File: src/hw/rtl/mssr_pkg.sv
`timescale 1ns / 1ps

package mssr_pkg;

    // Default width of the saturating error counter.
    localparam int ERROR_WIDTH_DEF = 16;

    // Fixed field widths.
    localparam int ADDR_W   = 3;
    localparam int SEG_W    = 7;
    localparam int CNT_W    = 4;
    localparam int SETTLE_W = 16;
    localparam int CHAR_W   = 7;
    localparam int ERROUT_W = 16;

    // Configuration port.
    localparam int PADDR_W = 4;
    localparam int PDATA_W = 32;

    // Register indexes on the configuration port.
    localparam logic [1:0] REG_ADDR_CONFIRM = 2'd0;
    localparam logic [1:0] REG_SEG_CONFIRM  = 2'd1;
    localparam logic [1:0] REG_SETTLE       = 2'd2;

    // Register reset values.
    localparam logic [CNT_W-1:0]    ADDR_CONFIRM_RST = 4'd4;
    localparam logic [CNT_W-1:0]    SEG_CONFIRM_RST  = 4'd4;
    localparam logic [SETTLE_W-1:0] SETTLE_RST       = 16'd25;

    // Scan addresses with a fixed role.
    localparam logic [ADDR_W-1:0] SYNC_ADDRESS    = 3'd5;
    localparam logic [ADDR_W-1:0] CHANNEL_ADDRESS = 3'd3;
    localparam logic [ADDR_W-1:0] ADDR_IDLE       = 3'd7;
    localparam logic [SEG_W-1:0]  SEGS_IDLE       = 7'h7F;

    // Result position of the channel indicator.
    localparam logic [1:0] POS_CHANNEL = 2'd3;

    // Character given when no pattern matches.
    localparam logic [CHAR_W-1:0] UNKNOWN_CHAR = 7'd63;

    localparam int ROM_SIZE = 31;

    // Lit pattern (bit 0 is segment a) and the character it shows.
    localparam logic [SEG_W-1:0] ROM_LIT [ROM_SIZE] = '{
        7'h3F, 7'h06, 7'h5B, 7'h4F, 7'h66, 7'h6D, 7'h7D, 7'h07, 7'h7F, 7'h6F,
        7'h77, 7'h7C, 7'h58, 7'h5E, 7'h79, 7'h71, 7'h6F, 7'h74, 7'h04, 7'h1E,
        7'h38, 7'h54, 7'h5C, 7'h73, 7'h67, 7'h50, 7'h6D, 7'h1C, 7'h6E, 7'h40,
        7'h00
    };
    localparam logic [CHAR_W-1:0] ROM_CHAR [ROM_SIZE] = '{
        7'd48, 7'd49, 7'd50, 7'd51, 7'd52, 7'd53, 7'd54, 7'd55, 7'd56, 7'd57,
        7'd65, 7'd98, 7'd99, 7'd100, 7'd69, 7'd70, 7'd103, 7'd104, 7'd105, 7'd74,
        7'd76, 7'd110, 7'd111, 7'd80, 7'd81, 7'd114, 7'd83, 7'd117, 7'd121, 7'd45,
        7'd0
    };

    // Display phase within one frame.
    typedef enum logic [2:0] {
        PH_SYNC = 3'd0,
        PH_DIG0 = 3'd1,
        PH_DIG1 = 3'd2,
        PH_DIG2 = 3'd3,
        PH_CHAN = 3'd4
    } phase_t;

    // Step of reading one position.
    typedef enum logic [1:0] {
        STEP_ADDR   = 2'd0,
        STEP_SETTLE = 2'd1,
        STEP_SEGS   = 2'd2
    } step_t;

    typedef struct packed {
        logic [CNT_W-1:0]    addr_confirm;
        logic [CNT_W-1:0]    seg_confirm;
        logic [SETTLE_W-1:0] settle;
    } cfg_t;

    typedef struct packed {
        logic [ADDR_W-1:0] scan_address;
        logic [SEG_W-1:0]  segment_lines;
    } sample_t;

    typedef struct packed {
        logic [1:0]          position;
        logic [CHAR_W-1:0]   char_code;
        logic [2:0]          channel_number;
        logic                frame_end;
        logic [ERROUT_W-1:0] error_total;
    } result_t;

    // Look up the character for a lit pattern; the earliest entry wins.
    function automatic logic [CHAR_W-1:0] decode_pattern(input logic [SEG_W-1:0] lit);
        logic [CHAR_W-1:0] ch;
        ch = UNKNOWN_CHAR;
        for (int i = ROM_SIZE - 1; i >= 0; i--) begin
            if (ROM_LIT[i] == lit) begin
                ch = ROM_CHAR[i];
            end
        end
        return ch;
    endfunction

    // Confirmation threshold; zero behaves as one.
    function automatic logic [CNT_W-1:0] need(input logic [CNT_W-1:0] n);
        return (n == '0) ? CNT_W'(1) : n;
    endfunction

endpackage

File: src/hw/rtl/muxed_seven_segment_reader_unit.sv
`timescale 1ns / 1ps

// Reader for a multiplexed seven-segment display.
// Input channel (in_valid/in_ready): one sample of the scan address lines and
// the active-low segment lines per transaction. Output channel
// (out_valid/out_ready): one result per displayed digit (position 0 to 2 with
// its character) and one channel result (position 3) that closes a frame.
// Most samples give no result. Configuration goes through a small APB-style
// port: confirm counts for address and segments and the settle length.
// A sample is captured in an input register; when it advances, the frame
// tracker processes it and its result, if any, is loaded into the output
// register. Throughput is one sample per cycle while no result is stalled
// at the output; the tracker state update is combinational logic between
// the input and output registers.
// If the receiver stalls with a result pending, one further sample is held in
// the input register and in_ready then drops until the result is taken.
// Reset clears both registers and returns the tracker to waiting for the sync
// address with the error count at zero and the registers at their defaults.
module muxed_seven_segment_reader_unit
    import mssr_pkg::*;
#(
    parameter int ERROR_WIDTH = ERROR_WIDTH_DEF
)
(
    input  logic                clk,
    input  logic                rst_n,
    input  logic                in_valid,
    output logic                in_ready,
    input  logic [ADDR_W-1:0]   scan_address,
    input  logic [SEG_W-1:0]    segment_lines,
    output logic                out_valid,
    input  logic                out_ready,
    output logic [1:0]          position,
    output logic [CHAR_W-1:0]   char_code,
    output logic [2:0]          channel_number,
    output logic                frame_end,
    output logic [ERROUT_W-1:0] error_total,
    input  logic                psel,
    input  logic                penable,
    input  logic                pwrite,
    input  logic [PADDR_W-1:0]  paddr,
    input  logic [PDATA_W-1:0]  pwdata,
    output logic [PDATA_W-1:0]  prdata,
    output logic                pready
);

    cfg_t    cfg;
    sample_t sample_reg;
    logic    in_valid_reg;
    logic    out_valid_reg;
    result_t result_reg;
    result_t res;
    logic    res_valid;
    logic    advance;

    mssr_cfg u_cfg (
        .clk     (clk),
        .rst_n   (rst_n),
        .psel    (psel),
        .penable (penable),
        .pwrite  (pwrite),
        .paddr   (paddr),
        .pwdata  (pwdata),
        .prdata  (prdata),
        .pready  (pready),
        .cfg     (cfg)
    );

    // The held sample moves on when the output register is free or draining.
    assign advance  = in_valid_reg & (~out_valid_reg | out_ready);
    assign in_ready = ~in_valid_reg | advance;

    mssr_seq #(
        .ERROR_WIDTH (ERROR_WIDTH)
    ) u_seq (
        .clk       (clk),
        .rst_n     (rst_n),
        .step_en   (advance),
        .sample    (sample_reg),
        .cfg       (cfg),
        .res_valid (res_valid),
        .res       (res)
    );

    // Input register.
    always_ff @(posedge clk or negedge rst_n)
    begin
        if (!rst_n)
        begin
            in_valid_reg <= 1'b0;
        end
        else if (in_ready)
        begin
            in_valid_reg <= in_valid;
        end
    end

    always_ff @(posedge clk)
    begin
        if (in_valid && in_ready)
        begin
            sample_reg.scan_address  <= scan_address;
            sample_reg.segment_lines <= segment_lines;
        end
    end

    // Output register.
    always_ff @(posedge clk or negedge rst_n)
    begin
        if (!rst_n)
        begin
            out_valid_reg <= 1'b0;
        end
        else if (advance)
        begin
            out_valid_reg <= res_valid;
        end
        else if (out_ready)
        begin
            out_valid_reg <= 1'b0;
        end
    end

    always_ff @(posedge clk)
    begin
        if (advance && res_valid)
        begin
            result_reg <= res;
        end
    end

    assign out_valid      = out_valid_reg;
    assign position       = result_reg.position;
    assign char_code      = result_reg.char_code;
    assign channel_number = result_reg.channel_number;
    assign frame_end      = result_reg.frame_end;
    assign error_total    = result_reg.error_total;

endmodule

File: src/hw/rtl/mssr_cfg.sv
`timescale 1ns / 1ps

module mssr_cfg
    import mssr_pkg::*;
(
    input  logic               clk,
    input  logic               rst_n,
    input  logic               psel,
    input  logic               penable,
    input  logic               pwrite,
    input  logic [PADDR_W-1:0] paddr,
    input  logic [PDATA_W-1:0] pwdata,
    output logic [PDATA_W-1:0] prdata,
    output logic               pready,
    output cfg_t               cfg
);

    logic [CNT_W-1:0]    addr_confirm_reg;
    logic [CNT_W-1:0]    seg_confirm_reg;
    logic [SETTLE_W-1:0] settle_reg;
    logic [1:0]          reg_index;
    logic                wr_en;

    assign pready    = 1'b1;
    assign reg_index = paddr[3:2];
    assign wr_en     = psel & penable & pwrite & pready;

    // Register writes complete in the access phase of a write transaction.
    always_ff @(posedge clk or negedge rst_n)
    begin
        if (!rst_n)
        begin
            addr_confirm_reg <= ADDR_CONFIRM_RST;
            seg_confirm_reg  <= SEG_CONFIRM_RST;
            settle_reg       <= SETTLE_RST;
        end
        else if (wr_en)
        begin
            case (reg_index)
                REG_ADDR_CONFIRM: addr_confirm_reg <= pwdata[CNT_W-1:0];
                REG_SEG_CONFIRM:  seg_confirm_reg  <= pwdata[CNT_W-1:0];
                REG_SETTLE:       settle_reg       <= pwdata[SETTLE_W-1:0];
                default:          ;
            endcase
        end
    end

    // Read back; addresses past the register list read as zero.
    always_comb
    begin
        case (reg_index)
            REG_ADDR_CONFIRM: prdata = PDATA_W'(addr_confirm_reg);
            REG_SEG_CONFIRM:  prdata = PDATA_W'(seg_confirm_reg);
            REG_SETTLE:       prdata = PDATA_W'(settle_reg);
            default:          prdata = '0;
        endcase
    end

    assign cfg.addr_confirm = addr_confirm_reg;
    assign cfg.seg_confirm  = seg_confirm_reg;
    assign cfg.settle       = settle_reg;

endmodule

File: src/hw/rtl/mssr_seq.sv
`timescale 1ns / 1ps

module mssr_seq
    import mssr_pkg::*;
#(
    parameter int ERROR_WIDTH = ERROR_WIDTH_DEF
)
(
    input  logic    clk,
    input  logic    rst_n,
    input  logic    step_en,
    input  sample_t sample,
    input  cfg_t    cfg,
    output logic    res_valid,
    output result_t res
);

    phase_t                 phase_reg, phase_next, phase_eff;
    step_t                  step_reg, step_next;
    logic [ADDR_W-1:0]      prev_addr_reg, prev_addr_next;
    logic [CNT_W-1:0]       addr_cnt_reg, addr_cnt_next;
    logic [SEG_W-1:0]       prev_segs_reg, prev_segs_next;
    logic [CNT_W-1:0]       seg_cnt_reg, seg_cnt_next;
    logic [SETTLE_W-1:0]    settle_reg, settle_next;
    logic [ERROR_WIDTH-1:0] error_reg, error_next;

    logic [CNT_W-1:0]    addr_cnt_upd;
    logic [CNT_W-1:0]    seg_cnt_upd;
    logic [SETTLE_W-1:0] settle_inc;
    logic                addr_done;
    logic                seg_done;
    logic                addr_wanted;
    logic                is_digit;
    logic [2:0]          chan_num;
    logic [1:0]          digit_pos;
    logic [31:0]         error_wide;

    // Unused phase codes act as waiting for the sync address.
    always_comb
    begin
        case (phase_reg)
            PH_SYNC, PH_DIG0, PH_DIG1, PH_DIG2, PH_CHAN: phase_eff = phase_reg;
            default:                                     phase_eff = PH_SYNC;
        endcase
    end

    // Debounce counters saturate at their top value.
    assign addr_cnt_upd = (sample.scan_address != prev_addr_reg) ? '0 :
                          (addr_cnt_reg == '1) ? addr_cnt_reg : addr_cnt_reg + CNT_W'(1);
    assign seg_cnt_upd  = (sample.segment_lines != prev_segs_reg) ? '0 :
                          (seg_cnt_reg == '1) ? seg_cnt_reg : seg_cnt_reg + CNT_W'(1);
    assign addr_done    = addr_cnt_upd >= need(cfg.addr_confirm);
    assign seg_done     = seg_cnt_upd >= need(cfg.seg_confirm);
    assign settle_inc   = settle_reg + SETTLE_W'(1);

    // Digit position and the address each digit phase expects.
    always_comb
    begin
        case (phase_eff)
            PH_DIG0:
            begin
                is_digit  = 1'b1;
                digit_pos = 2'd0;
            end
            PH_DIG1:
            begin
                is_digit  = 1'b1;
                digit_pos = 2'd1;
            end
            PH_DIG2:
            begin
                is_digit  = 1'b1;
                digit_pos = 2'd2;
            end
            default:
            begin
                is_digit  = 1'b0;
                digit_pos = 2'd0;
            end
        endcase
    end

    assign addr_wanted = (is_digit && sample.scan_address == ADDR_W'(digit_pos)) ||
                         (phase_eff == PH_CHAN && sample.scan_address == CHANNEL_ADDRESS);

    // Channel indicator: exactly one of lines a to d must be low.
    always_comb
    begin
        case (~sample.segment_lines[3:0])
            4'b0001: chan_num = 3'd1;
            4'b0010: chan_num = 3'd2;
            4'b0100: chan_num = 3'd3;
            4'b1000: chan_num = 3'd4;
            default: chan_num = 3'd0;
        endcase
    end

    // Next state for one sample.
    always_comb
    begin
        phase_next     = phase_eff;
        step_next      = step_reg;
        prev_addr_next = prev_addr_reg;
        addr_cnt_next  = addr_cnt_reg;
        prev_segs_next = prev_segs_reg;
        seg_cnt_next   = seg_cnt_reg;
        settle_next    = settle_reg;
        error_next     = error_reg;
        case (step_reg)
            STEP_SETTLE:
            begin
                settle_next = settle_inc;
                if (settle_inc >= cfg.settle)
                begin
                    step_next = STEP_SEGS;
                end
            end
            STEP_SEGS:
            begin
                prev_segs_next = sample.segment_lines;
                seg_cnt_next   = seg_cnt_upd;
                if (seg_done)
                begin
                    prev_segs_next = SEGS_IDLE;
                    seg_cnt_next   = '0;
                    step_next      = STEP_ADDR;
                    case (phase_eff)
                        PH_DIG0: phase_next = PH_DIG1;
                        PH_DIG1: phase_next = PH_DIG2;
                        PH_DIG2: phase_next = PH_CHAN;
                        PH_CHAN:
                        begin
                            if (chan_num != 3'd0)
                            begin
                                phase_next = PH_SYNC;
                            end
                            else if (error_reg != '1)
                            begin
                                error_next = error_reg + ERROR_WIDTH'(1);
                            end
                        end
                        default: ;
                    endcase
                end
            end
            default:
            begin
                // Confirm the scan address; an unused step code acts the same.
                step_next      = STEP_ADDR;
                prev_addr_next = sample.scan_address;
                addr_cnt_next  = addr_cnt_upd;
                if (addr_done)
                begin
                    prev_addr_next = ADDR_IDLE;
                    addr_cnt_next  = '0;
                    if (phase_eff == PH_SYNC)
                    begin
                        if (sample.scan_address == SYNC_ADDRESS)
                        begin
                            phase_next = PH_DIG0;
                        end
                    end
                    else if (addr_wanted)
                    begin
                        settle_next = '0;
                        step_next   = (cfg.settle == '0) ? STEP_SEGS : STEP_SETTLE;
                    end
                end
            end
        endcase
    end

    // Result of the current sample.
    assign error_wide = 32'(error_reg);

    always_comb
    begin
        res_valid          = 1'b0;
        res.position       = digit_pos;
        res.char_code      = '0;
        res.channel_number = 3'd0;
        res.frame_end      = 1'b0;
        res.error_total    = error_wide[ERROUT_W-1:0];
        if (step_reg == STEP_SEGS && seg_done)
        begin
            if (is_digit)
            begin
                res_valid     = 1'b1;
                res.char_code = decode_pattern(~sample.segment_lines);
            end
            else if (phase_eff == PH_CHAN && chan_num != 3'd0)
            begin
                res_valid          = 1'b1;
                res.position       = POS_CHANNEL;
                res.channel_number = chan_num;
                res.frame_end      = 1'b1;
            end
        end
    end

    always_ff @(posedge clk or negedge rst_n)
    begin
        if (!rst_n)
        begin
            phase_reg     <= PH_SYNC;
            step_reg      <= STEP_ADDR;
            prev_addr_reg <= ADDR_IDLE;
            addr_cnt_reg  <= '0;
            prev_segs_reg <= SEGS_IDLE;
            seg_cnt_reg   <= '0;
            settle_reg    <= '0;
            error_reg     <= '0;
        end
        else if (step_en)
        begin
            phase_reg     <= phase_next;
            step_reg      <= step_next;
            prev_addr_reg <= prev_addr_next;
            addr_cnt_reg  <= addr_cnt_next;
            prev_segs_reg <= prev_segs_next;
            seg_cnt_reg   <= seg_cnt_next;
            settle_reg    <= settle_next;
            error_reg     <= error_next;
        end
    end

endmodule
File: config.mk
export PLATFORM = sky130hd
export DESIGN_NAME = muxed_seven_segment_reader_unit
export DESIGN_NICKNAME = d
export VERILOG_FILES = /design/src/hw/rtl/mssr_pkg.sv /design/src/hw/rtl/muxed_seven_segment_reader_unit.sv /design/src/hw/rtl/mssr_cfg.sv /design/src/hw/rtl/mssr_seq.sv
export SDC_FILE = /design/constraint.sdc
export NUM_CORES = 1
export LEC_CHECK = 0
export ABC_AREA = 1
export BUFFER_PORTS_ARGS = -buffer_cell sky130_fd_sc_hd__buf_2
export CAP_MARGIN = 10
export CORE_UTILIZATION = 35
export DETAILED_ROUTE_END_ITERATION = 8
export GPL_TIMING_DRIVEN = 1
export PLACE_DENSITY_LB_ADDON = 0.25
export SETUP_SLACK_MARGIN = 0.02
export SLEW_MARGIN = 20
export SYNTH_ARGS = -nofsm -noshare
export SYNTH_HDL_FRONTEND = slang
export SYNTH_SLANG_ARGS = --single-unit
File: constraint.sdc
create_clock -name clk -period 4.8 [get_ports clk]
set_clock_uncertainty 0.2 [all_clocks]
set_input_delay 0.72 -clock clk [delete_from_list [all_inputs] [get_ports clk]]
set_output_delay 0.72 -clock clk [all_outputs]
set_load 0.03 [all_outputs]
; ---- Yosys cells after proc, flatten, opt, wreduce, memory -nomap -nowiden
; Cells that the tools add are included.
[totals]
regBits = 120
latchBits = 0
ramBits = 0
mem_bits_ro = 0
in_bits = 53
output_inout_bits = 64
mem_count = 0
[classes]
addsub = 4
multipliers = 0
div_mod_pow = 0
n_lt_le_gt_ge = 3
n_eq_ne = 55
shifts = 0
n_mux = 73
bitwise = 15
n_reduce_logical = 37
[ops]
columns = op, n
row1 = $mux 7, 29
row2 = $eq 7x7->1 const A, 21
row3 = $mux 16, 3
row4 = $pmux 16 s3, 1
row5 = $mux 4, 10
row6 = $add 16x1->16 const B, 2
row7 = $pmux 16 s2, 1
row8 = $pmux 3 s4, 2
row9 = $eq 3x7->1 const A, 3
row10 = $mux 3, 7
row11 = $ge 16x16->1, 1
row12 = $logic_not 16->1, 1
row13 = $mux 2, 8
row14 = $ne 16x16->1 const B, 1
row15 = $eq 3x2->1 const B, 5
row16 = $eq 5x7->1 const A, 2
row17 = $eq 6x7->1 const A, 2
row18 = $mux 13, 1
row19 = $eq 4x4->1 const B, 3
row20 = $mux 6, 2
row21 = $reduce_and 2->1, 6
row22 = $reduce_or 12->1, 1
row23 = $reduce_or 10->1, 1
row24 = $eq 3x3->1 const B, 3
row25 = 37 further kinds, 71

; ---- Longest topological paths before layout
; Gate-level depths: netlist of the first run.
[logic_depth]
depth_word = 33
depth_mapped = 18
ltp_nobuf = 18

; ---- By module
; A second synthesis of the first run with hierarchy kept.
[unflattened]
cells_unflattened = 936
hier_area_um2 = 7289.5
[by_module_without_submodules]
columns = mod, instances, cells_per_inst, area_per_inst_um2, seq_area_each_um2
row1 = mssr_seq, 1, 706, 4723.3, 1388.8
row2 = mssr_cfg, 1, 176, 1288.7, 606.8
row3 = muxed_seven_segment_reader_unit, 1, 54, 1277.5, 1221.2

; ---- Least setup slack after synthesis of the first run
; OpenSTA, ideal clock, no wires.
[synth_path]
path_type = register to register
startpoint = register u_seq.seg_cnt_reg[0]
endpoint = register result_reg, in the netlist channel_number[0] (enable)
arrival_time_ps = 3176
required_ps = 4185
path_slack_ps = 1009
path_stages_with_launch = 15
path_cell_list = dfrtp_1 -> ha_1 -> nand3_1 -> o21ai_0 -> nand2_1 -> inv_1 -> ha_1 -> inv_1 -> o21bai_1 -> nand3_1 -> nand3_1 -> nand2_1 -> nor2_1 -> nor2_1 -> nor2_1
[synth_between]
elab_chain_cells = 7
elab_cells_between_ends = 8
cone_classes = add/sub: 1 / order compare: 1 / eq/ne: 1 / mux: 3 / reduce/logical: 2
[synth_rtl]
columns = element, line_no
row1 = from (decl), mssr_seq.sv:23  ; logic [CNT_W-1:0] seg_cnt_reg, seg_cnt_next;
row2 = from (signal assigned), mssr_seq.sv:221  ; seg_cnt_reg <= seg_cnt_next;
row3 = $add 4x1->4 or $eq 4x4->1 (tied branches), mssr_seq.sv:51  ; (seg_cnt_reg == '1) ? seg_cnt_reg : seg_cnt_reg + CNT_W'(1);
row4 = $mux 4 (*), mssr_seq.sv:51
row5 = $mux 4 (*), mssr_seq.sv:50  ; assign seg_cnt_upd = (sample.segment_lines != prev_segs_reg) ? '0 :
row6 = $ge 4x4->1 (*), mssr_seq.sv:53  ; assign seg_done = seg_cnt_upd >= need(cfg.seg_confirm);
row7 = $logic_and 1x1->1 (*), mssr_seq.sv:184  ; if (step_reg == STEP_SEGS && seg_done)
row8 = $mux 1 (*), mssr_seq.sv:184
row9 = $logic_and 1x1->1 (*), muxed_seven_segment_reader_unit.sv:126  ; if (advance && res_valid)
row10 = to (signal assigned), muxed_seven_segment_reader_unit.sv:128  ; result_reg <= res;
row11 = to (decl), muxed_seven_segment_reader_unit.sv:51  ; result_t result_reg;
; Every way passes the cells marked *; elsewhere a longest branch is shown, timed or not.
; A chain may end at the register's enable or synchronous reset.

; ---- Worst setup path after layout of the first run
[layout_path]
startpoint = register sample_reg[2] (netlist bit)
endpoint = register result_reg, in the netlist error_total[4] (enable)
[layout_between]
elab_chain_cells = 9
elab_cells_between_ends = 16
cone_classes = order compare: 1 / eq/ne: 5 / mux: 5 / bitwise: 1 / reduce/logical: 4
[layout_rtl]
columns = element, line_no
row1 = from (decl), muxed_seven_segment_reader_unit.sv:48  ; sample_t sample_reg;
row2 = $not 4->4, mssr_seq.sv:89  ; case (~sample.segment_lines[3:0])
row3 = $eq 4x4->1 (tied with other cells), mssr_seq.sv:89
row4 = $pmux 3 s4, mssr_seq.sv:89
row5 = $reduce_bool 3->1, mssr_seq.sv:191  ; else if (phase_eff == PH_CHAN && chan_num != 3'd0)
row6 = $logic_and 1x1->1, mssr_seq.sv:191
row7 = $mux 1, mssr_seq.sv:191
row8 = $mux 1, mssr_seq.sv:186  ; if (is_digit)
row9 = $mux 1 (*), mssr_seq.sv:184
row10 = $logic_and 1x1->1 (*), muxed_seven_segment_reader_unit.sv:126
; Marks and branches as above.

==> results.json, run 1 <==
{
  "synth-seq-area-share_pct": 45.9,
  "final.period_utilization_pct": 71.7,
  "leakagePower_nw": 4.16,
  "timing.slew.headroom_pct": 40.0,
  "cpMaxStageDelayCell": "sky130_fd_sc_hd__edfxtp_1",
  "cts_post_setup_buffers_inserted": 0,
  "yosys_register_bits": 120,
  "yosys_warnings": 0,
  "rr_startpoint": "sample_reg[2]",
  "place_inst": 1180,
  "tritoncts": "built",
  "rows": 51,
  "min_path_type": "primary input to asynchronous set/reset pin",
  "cts_htree_levels": 4,
  "critPathRequiredTime_ps": 4680,
  "count_of_cells_resized_by_post_cts_repair": 0,
  "drive_gt1_share_pct": 16.2,
  "die_width_um": 143,
  "rsz0062_at_grt": "no",
  "crit_cells": 16,
  "port-buffer-count": 81,
  "grt_antenna_before_repair": 0,
  "io-pin-count": 117,
  "netlist_top_cells_area": "sky130_fd_sc_hd__dfrtp_1 24%, sky130_fd_sc_hd__edfxtp_1 17%, sky130_fd_sc_hd__nand2_1 10%, sky130_fd_sc_hd__inv_1 6.0%, sky130_fd_sc_hd__dfstp_2 5.6%",
  "timing.critical_path.buf_inv": 3,
  "timing_worst_slew_pin_value_ps": 897,
  "die_h_um": 143,
  "max-cap-violations": 0,
  "synth_async_sr_flop_share_pct": 67.5,
  "setup.worst_path.end_class": "flip-flop",
  "arrival_ps": 3330,
  "core_outline_area_sq_um": 19500,
  "yosysTopAreaCell": "sky130_fd_sc_hd__dfrtp_1",
  "crit_path_cell_trace": "xor2_1 > a21oi_1 > nand4_1 > nor2_1 > nand2_1 > inv_1 > ha_1 > inv_1 > o21bai_1 > nand3_1 > nand3_1 > nand2_1 > nor2_1 > nor2_1 > nor2_2 > buf_4",
  "finalCriticalPeriod_ps": 3440,
  "finalSetupTns_ps": 0,
  "vdd.ir_drop.worst_mv": 0.265,
  "synthesis.area_sq_um": 7000,
  "reg2reg_to": "error_total[4]",
  "highest_achievable_clock_rate_mhz": 290,
  "reg2regPathDepth": 16,
  "route.final.wire_length_mm": 15.0,
  "final_nets": 1017,
  "initial_utilization_pct": 35.9,
  "final_antenna_violating_net_count": 0,
  "final-setup-viol-count": 0,
  "numClockSinks": 120,
  "place_hpwl_mm": 11.0,
  "critical_path.max_stage_delay_ps": 450,
  "clock_latency_ps": 420,
  "setup.worst_path.class": "flip-flop to flip-flop",
  "tritoncts.num_buffers": 17,
  "power.density_nw_per_um2": 354,
  "clock_tree.buffer_depth": 2,
  "n_antenna_cell": 0,
  "drt-wirelength-per-cell_um": 12.3,
  "number_of_pins_exceeding_their_max_slew_limit_in_the_final_report": 0,
  "hold_viol_final": 0,
  "detailedRoute.firstPassIterationCount": 5,
  "grt_usage_pct": 15.7,
  "cp_common_cell": "sky130_fd_sc_hd__nor2_1",
  "rrSetupSlack_ps": 1360,
  "via_count_of_the_first_global_routing_pass": 5153,
  "cts.root.buffer_cell": "sky130_fd_sc_hd__clkbuf_16",
  "drtIter0Drc": 326,
  "synth_enable_flop_cells": 39,
  "nFillCells": 2026,
  "fin_util_pct": 41.9,
  "clk_pin_slew_worst_paths_ps": 60,
  "ys_dominant_reg_cell": "sky130_fd_sc_hd__dfrtp_1",
  "outcome": "completed",
  "drc_violations_left": 0,
  "worst_path_max_fanout": 29,
  "yosysTopAreaCellShare_pct": 23.6,
  "worstSetupStartpointType": "flip-flop",
  "fin_cells": 1212,
  "pin_count_of_the_biggest_net_entering_global_routing": 44,
  "synthToLayoutAreaGrowth_pct": 16.9,
  "seqCellArea_sq_um": 3220,
  "num_vias": 5637,
  "final_global_route_overflow_total": 0,
  "die_area_sq_um": 20600,
  "hold_buffers": 0,
  "combined_area_of_the_multi_input_logic_cells_sq_um": 3200,
  "grt_pass1_wl_mm": 25.2,
  "post_drt_via_cell_ratio": 4.65,
  "netlist_instances": 848,
  "critPathTopFamily": "simple AND/OR/NAND/NOR gates",
  "synth.lib_cells_used.distinct": 49,
  "gpl.final_weighted_congestion": 0.889,
  "syn-mean-instance-area_sq_um": 8.26
}
[where the power goes]
part           total, mW  leakage, nW  internal [mW]  switching, mW
clock network       1.23        0.280          0.761          0.468
registers           1.20         1.39           1.15         0.0586
logic              0.469         2.50          0.153          0.315
total               2.90         4.16           2.06          0.842
[how the worst max path moves through the flow]
stage / from / to
final: sample_reg[2] / error_total[4]
after global routing: sample_reg[3] / error_total[3]
after CTS: sample_reg[2] / error_total[10]
after detailed placement: sample_reg[2] / error_total[4]
after global placement: sample_reg[2] / error_total[4]
after floorplan: u_seq.seg_cnt_reg[0] / channel_number[0]
[worst reg2reg max path: cells and delay by family (launching register included)]
family                     cells  cell delay [ps]
AOI/OAI and AO/OA              2              250
xor gates and xnor gates       1              190
adders and majority gates      1              140
buffers and inverters          3              450
DFF                            1              450
and+or+nand+nor                9             1420
[area by class of cell]
type / instances / area share, %
Multi-Input combinational cell: 594 / 39.1
Clock inverter: 12 / 1.56
Clock buffer: 20 / 5.33
Tap cell: 265 / 4.05
Sequential cell: 120 / 39.3
Timing Repair Buffer: 84 / 5.26
Inverter: 117 / 5.43
[per-layer routing]
metal,part of all wire [%],track usage [%]
met1,50,21.4
met2,45,24.3
met3,4.3,3.60
met4,1.5,5.54
met5,0,0
[through the flow]
step	hold slack [ps]	power, mW	setup slack (ps)	area, sq um
finish	72.2	2.90	1360	8190
global route	114	3.05	931	8190
CTS	87.5	2.93	1300	8190
detailed placement	270	1.69	1310	7620
global placement	266	1.68	1340	7620
floorplan	224	1.57	1010	7060
[placed cells by master (no fill, tap or decap), types with 26 or more instances in the layout]
cell,netlist,routed
sky130_fd_sc_hd__xor2_1,26,26
sky130_fd_sc_hd__o21ai_0,40,40
sky130_fd_sc_hd__buf_2,1,80
sky130_fd_sc_hd__inv_1,111,111
sky130_fd_sc_hd__ha_1,30,30
sky130_fd_sc_hd__a21oi_1,31,31
sky130_fd_sc_hd__dfrtp_1,66,66
sky130_fd_sc_hd__nor2_1,90,89
sky130_fd_sc_hd__nand4_1,43,43
sky130_fd_sc_hd__nand2_1,194,194
sky130_fd_sc_hd__edfxtp_1,39,39
sky130_fd_sc_hd__nand3_1,37,37
[Yosys cell counts (2+ instances only)]
master and instances:
sky130_fd_sc_hd__buf_4 17, sky130_fd_sc_hd__o21ai_0 40, sky130_fd_sc_hd__clkbuf_1 12, sky130_fd_sc_hd__nor4_1 5, sky130_fd_sc_hd__nand3_2 3, sky130_fd_sc_hd__a2bb2oi_1 5, sky130_fd_sc_hd__xor2_1 26, sky130_fd_sc_hd__xnor2_1 13
sky130_fd_sc_hd__nand3_1 37, sky130_fd_sc_hd__o21ai_2 4, sky130_fd_sc_hd__o21ai_1 5, sky130_fd_sc_hd__nand4_1 43, sky130_fd_sc_hd__nor2_2 3, sky130_fd_sc_hd__a22oi_1 2, sky130_fd_sc_hd__o31ai_1 3, sky130_fd_sc_hd__o211ai_1 2
sky130_fd_sc_hd__nand3b_1 3, sky130_fd_sc_hd__inv_1 111, sky130_fd_sc_hd__a21oi_1 31, sky130_fd_sc_hd__ha_1 30, sky130_fd_sc_hd__inv_2 4, sky130_fd_sc_hd__buf_6 2, sky130_fd_sc_hd__nor3_1 9, sky130_fd_sc_hd__edfxtp_1 39
sky130_fd_sc_hd__dfrtp_1 66, sky130_fd_sc_hd__a31oi_1 5, sky130_fd_sc_hd__o221ai_1 3, sky130_fd_sc_hd__a211oi_1 2, sky130_fd_sc_hd__nand2_1 194, sky130_fd_sc_hd__dfstp_2 15, sky130_fd_sc_hd__o22ai_1 3, sky130_fd_sc_hd__nand2_2 3
sky130_fd_sc_hd__conb_1 2, sky130_fd_sc_hd__nor2_1 90, sky130_fd_sc_hd__nor3_2 2
[cell families (layout without fill, tap and decap cells)]
| family | Yosys count | after routing | share of synthesized area [%] |
|---|---|---|---|
| AND/OR/NAND/NOR | 399 | 399 | 25.4 |
| buffers and inverters | 149 | 233 | 9.20 |
| AO/OA/AOI/OAI | 109 | 109 | 9.08 |
| adder cells (fa/ha/maj) | 30 | 30 | 5.36 |
| flip-flops | 120 | 120 | 45.9 |
| XOR/XNOR | 39 | 39 | 4.88 |
| other | 2 | 17 | 0.107 |
No activity file was read; power rests on OpenSTA's default activity.
==> inputs of run 2 (changes only) <==
Clock period 4.8 ns to 3.3 ns, I/O delays scaled along.
==> results.json, run 2 (synthesis results as in run 1) <==
{
  "outcome": "completed",
  "route.final.wire_length_mm": 15.4,
  "tritoncts.num_buffers": 17,
  "grt_usage_pct": 16.0,
  "final_global_route_overflow_total": 0,
  "tritoncts": "built",
  "final.period_utilization_pct": 92.2,
  "n_antenna_cell": 0,
  "critical_path.max_stage_delay_ps": 440,
  "timing.critical_path.buf_inv": 3,
  "core_outline_area_sq_um": 19500,
  "final-setup-viol-count": 0,
  "rsz0062_at_grt": "no",
  "cpMaxStageDelayCell": "sky130_fd_sc_hd__edfxtp_1",
  "clk_pin_slew_worst_paths_ps": 50,
  "crit_path_cell_trace": "xor2_1 > a21oi_1 > nand4_1 > nor2_2 > nand2_1 > inv_1 > ha_1 > inv_1 > o21bai_1 > nand3_1 > nand3_1 > nand2_2 > nor2_4 > nor2_1 > nor2_4 > buf_12",
  "final_nets": 1027,
  "final.hold.worst_slack_ps": 59.3,
  "die_area_sq_um": 20600,
  "place_hpwl_mm": 11.2,
  "nFillCells": 1989,
  "layout.cells.most_common_list": "193 x sky130_fd_sc_hd__nand2_1, 111 x sky130_fd_sc_hd__inv_1, 87 x sky130_fd_sc_hd__nor2_1",
  "vdd.ir_drop.worst_mv": 0.377,
  "gpl.final_weighted_congestion": 0.895,
  "critPathRequiredTime_ps": 3260,
  "port-buffer-count": 81,
  "critPathTopFamily": "simple AND/OR/NAND/NOR gates",
  "max-cap-violations": 0,
  "cts_htree_levels": 4,
  "grt_pass1_wl_mm": 25.7,
  "synthToLayoutAreaGrowth_pct": 18.9,
  "initial_utilization_pct": 35.9,
  "rows": 51,
  "final_antenna_violating_net_count": 0,
  "hold_viol_final": 0,
  "cts.root.buffer_cell": "sky130_fd_sc_hd__clkbuf_16",
  "number_of_pins_exceeding_their_max_slew_limit_in_the_final_report": 0,
  "finalSetupTns_ps": 0,
  "arrival_ps": 3000,
  "io-pin-count": 117,
  "timing.slew.headroom_pct": 39.7,
  "setup.worst_path.end_class": "flip-flop",
  "highest_achievable_clock_rate_mhz": 329,
  "finalCriticalPeriod_ps": 3040,
  "drc_violations_left": 0,
  "drt-wirelength-per-cell_um": 12.6,
  "num_vias": 5745,
  "detailedRoute.firstPassIterationCount": 5,
  "timing_worst_slew_pin_value_ps": 902,
  "pin_count_of_the_biggest_net_entering_global_routing": 44,
  "layout_commonest_cell": "sky130_fd_sc_hd__nand2_1",
  "clock_tree.buffer_depth": 2,
  "numClockSinks": 120,
  "power.density_nw_per_um2": 517,
  "clock_latency_ps": 420,
  "setup.worst_path.class": "flip-flop to flip-flop",
  "drtIter0Drc": 273,
  "via_count_of_the_first_global_routing_pass": 5377,
  "die_width_um": 143,
  "grt_antenna_before_repair": 0,
  "die_h_um": 143,
  "post_drt_via_cell_ratio": 4.70,
  "drive_gt1_share_pct": 17.1,
  "leakagePower_nw": 4.23,
  "worst_path_max_fanout": 29,
  "min_path_type": "primary input to flip-flop",
  "worstSetupStartpointType": "flip-flop"
}
run 2: cell count changes in the layout (fill, tap and decap cells not counted), moves of 2 or more:
cell / previous run / this run
sky130_fd_sc_hd__clkinv_1: 2 / 4
sky130_fd_sc_hd__nor2_4: 1 / 3
sky130_fd_sc_hd__nor2_1: 89 / 87
sky130_fd_sc_hd__buf_12: 0 / 2
sky130_fd_sc_hd__buf_4: 4 / 11
sky130_fd_sc_hd__clkinv_4: 4 / 1
run 2: path summary, 6_finish.rpt:
path,startpoint,endpoint,slack [ps],cells past startpoint
min in group asynchronous,rst_n,u_seq.addr_cnt_reg[0],410,2
setup reg to reg,sample_reg[2],error_total[2],260,16
setup / recovery,sample_reg[2],error_total[2],260,16
max in group asynchronous,rst_n,u_cfg.seg_confirm_reg[2],1810,3
hold / removal,scan_address[1],sample_reg[8],60,1
hold reg to reg,u_seq.prev_addr_reg[0],u_seq.prev_addr_reg[0],280,2
run 2: stage by stage:
step	instance area, sq um	total power [mW]	worst slack [ps]	instances	utilization, %
floorplan	7070	2.28	295	863	-
global placement	7710	2.48	121	1188	39.5
detailed placement	7710	2.49	108	1188	39.5
CTS	8300	4.35	93.4	1221	42.5
global route	8330	4.53	22.2	1222	42.7
finish	8330	4.31	258	1222	42.7
run 2: layer usage:
metal | track usage (%) | up-vias | share of wire, %
met3 | 3.23 | 31 | 4.3
li1 | - | 2977 | -
met4 | 6.10 | 0 | 1.9
met2 | 25.2 | 154 | 45
met5 | 0 | - | 0
met1 | 21.6 | 2583 | 49
run 2: where the power goes:
| part | internal [mW] | leakage, nW | switching (mW) | total (mW) |
|---|---|---|---|---|
| Clock | 1.19 | 0.287 | 0.649 | 1.84 |
| Sequential | 1.67 | 1.39 | 0.0831 | 1.75 |
| Combinational | 0.244 | 2.55 | 0.474 | 0.717 |
| Total | 3.10 | 4.23 | 1.21 | 4.31 |
run 2: cell type report:
class,instances,area [sq um],area share (%)
Sequential cell,120,3220,38.6
Clock inverter,11,130,1.56
Timing Repair Buffer,94,533,6.40
Tap cell,265,332,3.98
Clock buffer,21,450,5.41
Multi-Input combinational cell,594,3220,38.7
Inverter,117,444,5.33
run 2: repair_timing:
| item | 4_1_cts | 5_1_grt |
|---|---|---|
| hold buffers | 1 | 0 |
| hold endpoints to repair | 28 | 0 |
| setup endpoints to repair | 0 | 34 |
| setup buffers | 0 | 1 |
| resized for setup | 0 | 5 |
